===== config.mk =====
export PLATFORM = sky130hd
export DESIGN_NAME = pyt_delay
export DESIGN_NICKNAME = d
export VERILOG_FILES = /design/src/hw/rtl/pyt_delay.sv
export SDC_FILE = /design/constraint.sdc
export NUM_CORES = 1
export LEC_CHECK = 0
export ABC_AREA = 1
export BUFFER_PORTS_ARGS = -buffer_cell sky130_fd_sc_hd__buf_4
export CORE_AREA = 2 2 39 41
export DETAILED_ROUTE_END_ITERATION = 16
export DIE_AREA = 0 0 41 43
export PLACE_DENSITY = 0.52
export SETUP_SLACK_MARGIN = 0.2
export SKIP_LAST_GASP = 1
export SYNTH_ARGS = -nofsm -noshare
export SYNTH_HDL_FRONTEND = slang
export SYNTH_SLANG_ARGS = --single-unit

===== constraint.sdc =====
create_clock -name clk -period 0.8 [get_ports clk]
set_input_delay 0.16 -clock clk [delete_from_list [all_inputs] [get_ports clk]]
set_output_delay 0.16 -clock clk [all_outputs]
set_load 0.01 [all_outputs]

===== src/hw/rtl/pyt_delay.sv =====
`timescale 1ns / 1ps
// ---------------------------------------------------------------------------
// pyt_delay
// Enabled shift line with a valid bit, keeps data aligned with a pipeline.
// ---------------------------------------------------------------------------
module pyt_delay #(
  parameter int W     = 8,
  parameter int DEPTH = 1
) (
  input  logic         clk,
  input  logic         rst,
  input  logic         en,
  input  logic         vld_in,
  input  logic [W-1:0] d_in,
  output logic         vld_out,
  output logic [W-1:0] d_out
);

  logic [DEPTH-1:0] vld;
  logic [W-1:0]     data [DEPTH];

  // valid chain
  always_ff @(posedge clk) begin
    if (rst) begin
      vld <= '0;
    end else if (en) begin
      vld[0] <= vld_in;
      for (int i = 1; i < DEPTH; i++) begin
        vld[i] <= vld[i-1];
      end
    end
  end

  // data chain
  always_ff @(posedge clk) begin
    if (en) begin
      data[0] <= d_in;
      for (int i = 1; i < DEPTH; i++) begin
        data[i] <= data[i-1];
      end
    end
  end

  assign vld_out = vld[DEPTH-1];
  assign d_out   = data[DEPTH-1];

endmodule


==> metrics.csv <==
metric,value,unit
largest family of logic cells by synthesized area,simple AND/OR/NAND/NOR gates,
TritonCTS clock tree,yes,
I/O pin cnt,21,
die width,41,um
Worst-path clk slew,0.06,ns
Power Dens Cells,2060,mW/mm^2
nets,52,
port buffer count,20,
Min-Delay Path Class,input port to flop,
leak pwr,0.227,nW
status,"complete, but fails checks",
placed cell areas,455,um^2
Post-DP HPWL,509,um
Crit path arrival time,0.78,ns
endpoints failing hold,0,
CP Max Fanout,1,
area share of and/or/nand/nor cells after synthesis,6.14,%
die span in y,43,um
Core ar.,0.00138,mm^2
WL per Instance,11.0,um
clock sink count,9,
max-cap viol count,0,
"Min Clock Period, post-route",0.939,ns
CP Launch Type,flop,
post-layout util,37.0,%
DR DRC count,0,
fmax,1070,MHz
actual slew at the worst max-slew pin,0.130,ns
H-Tree Depth,1,
CTS buffer count,3,
multiplexer share of the synthesized area,0,%
total number of vias,203,
max incr delay on CP,0.38,ns
failing checks,negative setup slack,
register area share after synthesis,91.2,%
Unique masters post-synth,6,
Synth Area per Inst,19.0,um^2
Slew HR,91.3,%
"Slowest-stage cell, CP",edfxtp_1,
row count,14,
area delta synth->final,79.4,%
CP cell instances,buf_4,
Clock Path Buffers,2,
Starting Density,20.6,%
antenna-violating nets left,0,
Crit path buffers/inverters,1,
global route overflow,0,
vias in the first global route,219,
critical path type,flop to output pin,
xor and xnor area share after synthesis,0,%
Final setup viols,9,
Tcrit/Tclk final,117,%
initial DRC count,0,
RSZ-0062 raised after global routing,yes,
layout cells sized above 1,66.7,%
Post-Route Skew,0,ns
DR pass1 iterations,1,
largest net degree at the start of global routing,11,
Max IR drop VDD,0.829,mV
Post-Synth Adder-Cell Area,0,%
worst-skew pair later-pin latency,0.25,ns
Die ar.,0.00176,mm^2
Synth warnings,0,
GRT Total Usage,7.83,%
first-pass GRT wire length,876,um
Pwr Total,0.00105,W
clk root buf,clkbuf_4,
Routed WL,604,um
post-route cell area,512,um^2
post-synthesis cell count,15,
Mapped Area,285,um^2
final-report max-slew violation count,0,
Compound-Gate Fraction of Synth Area,0,%
Worst path top cell family by delay,flip-flops,
worst setup margin,-0.139,ns
diode count,0,
#FFs+latches synth,9,
Mapped Nets,27,
Via-to-Cell Ratio,3.69,
RD Place Congestion,0.556,
CP required,0.64,ns
Worst Setup End Kind,output pin,
initial antenna violation count,0,
## worst reg2reg max path: stages (launching register included)
cell	delay [ns]
dfxtp_2	0.33
nor2_2	0.08
nor2_2	0.04
## cells in the final DEF (no fill, tap or decap)
cell type  synthesis  routed
edfxtp_1           8       8
nand2_1            2       2
buf_6              0       7
clkbuf_4           0       3
buf_4              0      13
inv_1              2       2
dfxtp_2            0       1
nor2_2             1       2
clkbuf_1           0       1
## cell usage after synthesis
cell type | number | share of area [%]
nor2_1 | 1 | 1.3
nor2_2 | 1 | 2.2
nand2_1 | 2 | 2.6
edfxtp_1 | 8 | 84
inv_1 | 2 | 2.6
dfxtp_1 | 1 | 7.0
## worst paths after layout
| kind | startpoint | to | slack (ns) | cells past startpoint |
|---|---|---|---|---|
| max reg2reg | vld_out | vld_out | 0.25 | 2 |
| min | d_in[0] | data[0][0] | 0.08 | 1 |
| min reg2reg | vld_out | vld_out | 0.48 | 2 |
| max | data[0][2] | d_out[2] | -0.14 | 1 |
## registers in the layout, summed over array words and instances, names as in the netlist
| name | flops |
|---|---|
| vld_out | 1 |
| data | 8 |
## repair_timing
action,CTS,global route
hold buffers,0,0
setup endpoints to repair,9,10
pin swaps,0,1
gates resized for setup,2,7
setup buffers,0,0
hold endpoints to repair,0,0
## through the flow
| step | setup WS [ns] | setup TNS, ns | hold slack (ns) | instances |
|---|---|---|---|---|
| CTS | -0.164 | -1.14 | 0.0704 | 55 |
| finish | -0.139 | -1.03 | 0.0795 | 55 |
| global route | -0.184 | -1.30 | 0.0709 | 55 |
| floorplan | 0.202 | 0 | 0.259 | 15 |
| global placement | 0.143 | 0 | 0.340 | 51 |
| detailed placement | 0.113 | 0 | 0.339 | 51 |
## cells by family (layout without fill, tap and decap cells)
logic type | after synthesis | after routing
buffers and inverters | 2 | 26
DFF | 9 | 9
and+or+nand+nor | 4 | 4
## per-layer routing
| metal | track usage (%) | routed length (um) | up-vias |
|---|---|---|---|
| met4 | 4.00 | 0 | 0 |
| met2 | 12.5 | 281 | 20 |
| met3 | 3.14 | 127 | 0 |
| li1 | - | - | 99 |
| met5 | 0 | 0 | - |
| met1 | 8.39 | 195 | 84 |
## power breakdown
group          switching [W]  total, W  leakage (nW)  internal, W
Combinational      0.0000508  0.000146         0.125    0.0000948
Sequential         0.0000155  0.000568        0.0869     0.000553
Clock               0.000147  0.000339        0.0150     0.000192
## area by class of cell
| cell class | count | area [um^2] |
|---|---|---|
| fillers | 137 | 872 |
| flip-flops and latches | 9 | 262 |
| repair buffers | 20 | 176 |
| clock buffers | 4 | 26.3 |
| multi-input cells | 4 | 20.0 |
| well taps | 16 | 20.0 |
| inverters | 2 | 7.51 |
No activity file was read; power rests on OpenSTA's default activity.
